<file path="src/rtl/ordbk_ram.sv">
// Generic single write port, single read port RAM with registered read data.
// No dependencies.
module ordbk_ram #(
  parameter int WIDTH = 8,
  parameter int DEPTH = 32
) (
  input  logic                     clk,
  input  logic                     we,
  input  logic [$clog2(DEPTH)-1:0] waddr,
  input  logic [WIDTH-1:0]         wdata,
  input  logic [$clog2(DEPTH)-1:0] raddr,
  output logic [WIDTH-1:0]         rdata
);

  logic [WIDTH-1:0] mem [DEPTH];

  always_ff @(posedge clk) begin
    if (we) begin
      mem[waddr] <= wdata;
    end
    rdata <= mem[raddr];
  end

endmodule

</file>
<file path="config.mk">
export PLATFORM = sky130hd
export DESIGN_NAME = ordbk_ram
export DESIGN_NICKNAME = d
export VERILOG_FILES = /design/src/rtl/ordbk_ram.sv
export SDC_FILE = /design/constraint.sdc
export NUM_CORES = 1
export LEC_CHECK = 0
export ABC_AREA = 0
export BUFFER_PORTS_ARGS = -buffer_cell sky130_fd_sc_hd__buf_2
export CAP_MARGIN = 15
export CORE_AREA = 2 2 173 175
export CTS_CLUSTER_SIZE = 20
export DETAILED_ROUTE_END_ITERATION = 10
export DIE_AREA = 0 0 175 177
export MAX_ROUTING_LAYER = met4
export SLEW_MARGIN = 25
export SYNTH_ARGS = -nofsm -noshare
export SYNTH_HDL_FRONTEND = slang
export SYNTH_SLANG_ARGS = --single-unit
</file>
<file path="constraint.sdc">
create_clock -name clk -period 2.1 [get_ports clk]
set_clock_uncertainty 0.15 [all_clocks]
set_input_delay 0.315 -clock clk [delete_from_list [all_inputs] [get_ports clk]]
set_output_delay 0.315 -clock clk [all_outputs]
set_load 0.03 [all_outputs]
</file>
==> flow_summary.ini <==
[synthesis]
ys_types = 15
syn_inst = 417
synth_top_area_frac = 0.765
synth.largest_area_cell = edfxtp_1
synthTopCellsByArea = edfxtp_1 76%, mux4_2 18%, dfxtp_1 1.6%
syn_area_mm2 = 0.0101
synth_seq_area_share = 0.781
yosys_warnings = 0
synth_area_per_cell_um2 = 24.1
synth_nets = 437
ys_ff_latch = 264

[worst_setup_path]
crit_chain = mux4_2 > mux4_2 > mux2_2
endpoint_kind = register
path_buf_inv = 0
slowest_stage = mux4_2
crit_path_start_kind = register
arrival_ps = 2230
critPathTopFamily = multiplexers
critPathRequiredTime_ps = 2350
crit_path_frequent_cell = mux4_2
cpPeakStageDelay_ps = 540
critPathKind = register to register
crit_path_max_fanout = 1

[routing]
ant_nets = 0
viasPerCell = 5.06
wl_per_cell_um = 23.6
vias = 4568
route.detailed.drc = 0
drt_iter0_drc = 447
dr.pass1.iters = 5
drt-total-wl_um = 21300

[power]
power_leakage_nw = 3.69
p_per_area_mw_per_mm2 = 906
power_frac_comb = 0.057
switching_share = 0.205
power_frac_seq = 0.555
p_clk_frac = 0.387
internal-power_w = 0.00843
net-switching-power_w = 0.00218
ir_drop_v = 0.000519

[sta]
final.period_utilization = 0.943
min_period_ps = 1980
hold_viol = 0
worst_pin_slew_ps = 681
setup_viol = 0
clock.fmax_mhz = 505
rsz0062_at_grt = false
slew_headroom = 0.546
final_max_slew_viol_count = 0

[final_layout]
final_common_cell = edfxtp_1
regArea_mm2 = 0.00785
drive_gt1_frac = 0.374
multi_input_area_mm2 = 0.00210
post_layout_nonfiller_instances = 903
n_fill_cell = 2526
fin_util = 0.400
area_delta_synth_final_pct = 16.4
nets = 513
final_cell_mix = 256 x edfxtp_1, 80 x mux4_2, 37 x buf_4, 33 x nor2_1, 26 x buf_2

[placement]
dp_hpwl_um = 13800
dp_cells = 856
port_buffers = 27
gp_congestion = 0.756

[clock_tree]
cts_tree = done
cts-htree-levels = 1
clock-sinks = 264
post-cts-setup-buffers = 0
cts-root-buf = clkbuf_16
clk_pin_slew_ps = 60
ctsLongestPathBuffers = 3
cts_buffers = 25
post_cts.resized_instances = 0
clkLatencyLatePin_ps = 520
hold_buffers = 0

[floorplan]
fp.dieW_um = 175
dieArea_mm2 = 0.0310
start_util = 0.344
ios = 28
core_area_mm2 = 0.0292
die_h_um = 177
core.rowCount = 63

[global_route]
overflow = 0
grt_max_degree = 33
antenna_found_initial = 1
grt_pass1_vias = 4619
grt_pass1_wl_um = 31500
track_usage = 0.144

[run]
maxCapViolations = 0

[worst_hold_path]
min_path_type = input port to register

[outcome]
outcome = finished, final reports clean
-- power by group through the flow --
stage / registers (W) / logic [W] / clock network, W
3_3_place_gp: 0.00600 / 0.000608 / 0
2_1_floorplan: 0.00603 / 0.000336 / 0
3_5_place_dp: 0.00600 / 0.000620 / 0
6_report: 0.00589 / 0.000610 / 0.00411
4_1_cts: 0.00589 / 0.000623 / 0.00419
5_1_grt: 0.00589 / 0.000651 / 0.00439
-- cell type report --
| class | instances | area share |
|---|---|---|
| clock buffers | 32 | 0.0557 |
| diodes | 2 | 0.000428 |
| well taps | 390 | 0.0417 |
| repair buffers | 69 | 0.0451 |
| multi-input cells | 133 | 0.179 |
| clock inverters | 13 | 0.00727 |
| flip-flops and latches | 264 | 0.670 |
-- registers in the layout, summed over array words and instances (netlist names) --
register	flops
rdata	8
mem	256
-- path summary, 6_finish.rpt --
| check | cells past startpoint | startpoint | end | slack [ps] |
|---|---|---|---|---|
| setup / recovery | 3 | mem[16][0]$_DFFE_PP_ | rdata[0]$_DFF_P_ | 120 |
| hold / removal | 2 | raddr[3] | rdata[6]$_DFF_P_ | 100 |
| setup reg to reg | 3 | mem[16][0]$_DFFE_PP_ | rdata[0]$_DFF_P_ | 120 |
| hold reg to reg | 3 | mem[28][1]$_DFFE_PP_ | rdata[1]$_DFF_P_ | 760 |
-- Yosys cell counts (all sizes together) --
| cell | number |
|---|---|
| dfxtp | 8 |
| buf | 14 |
| mux2 | 8 |
| edfxtp | 256 |
| nand2 | 1 |
| clkbuf | 6 |
| or3b | 3 |
| mux4 | 80 |
| or3 | 1 |
| nand3b | 5 |
| nor2 | 33 |
| nand3 | 2 |
-- stage by stage --
stage / TNS [ps] / total power, W / instance area (um^2) / worst slack (ps) / hold WS, ps
floorplan: 0 / 0.00637 / 10200 / 9.53 / 264
global placement: -1910 / 0.00661 / 11000 / -274 / 619
detailed placement: -2010 / 0.00662 / 11000 / -284 / 620
CTS: 0 / 0.0107 / 11700 / 124 / 84.1
global route: 0 / 0.0109 / 11700 / 97.8 / 97.2
finish: 0 / 0.0106 / 11700 / 120 / 102
-- worst reg2reg max path, stage by stage (launching register included) --
cell      delay [ps]
edfxtp_1         370
mux4_2           510
mux4_2           540
mux2_2           290
-- routing by layer --
metal | up-vias | part of all wire | track usage
met5 | - | 0 | -
met4 | 0 | 0.018 | 0.0361
met3 | 30 | 0.072 | 0.0258
met2 | 159 | 0.47 | 0.217
met1 | 2448 | 0.44 | 0.205
li1 | 1931 | - | -
-- cells by family (layout without fill, tap and decap cells) --
kind of cell           after synthesis  in the layout  synth area share
buffers and inverters               20            114            0.0106
muxes                               88             88             0.188
DFF                                264            264             0.781
and+or+nand+nor                     45             45            0.0207
other                                0              2                 0
Note: power is estimated with default switching activity, not from simulation.
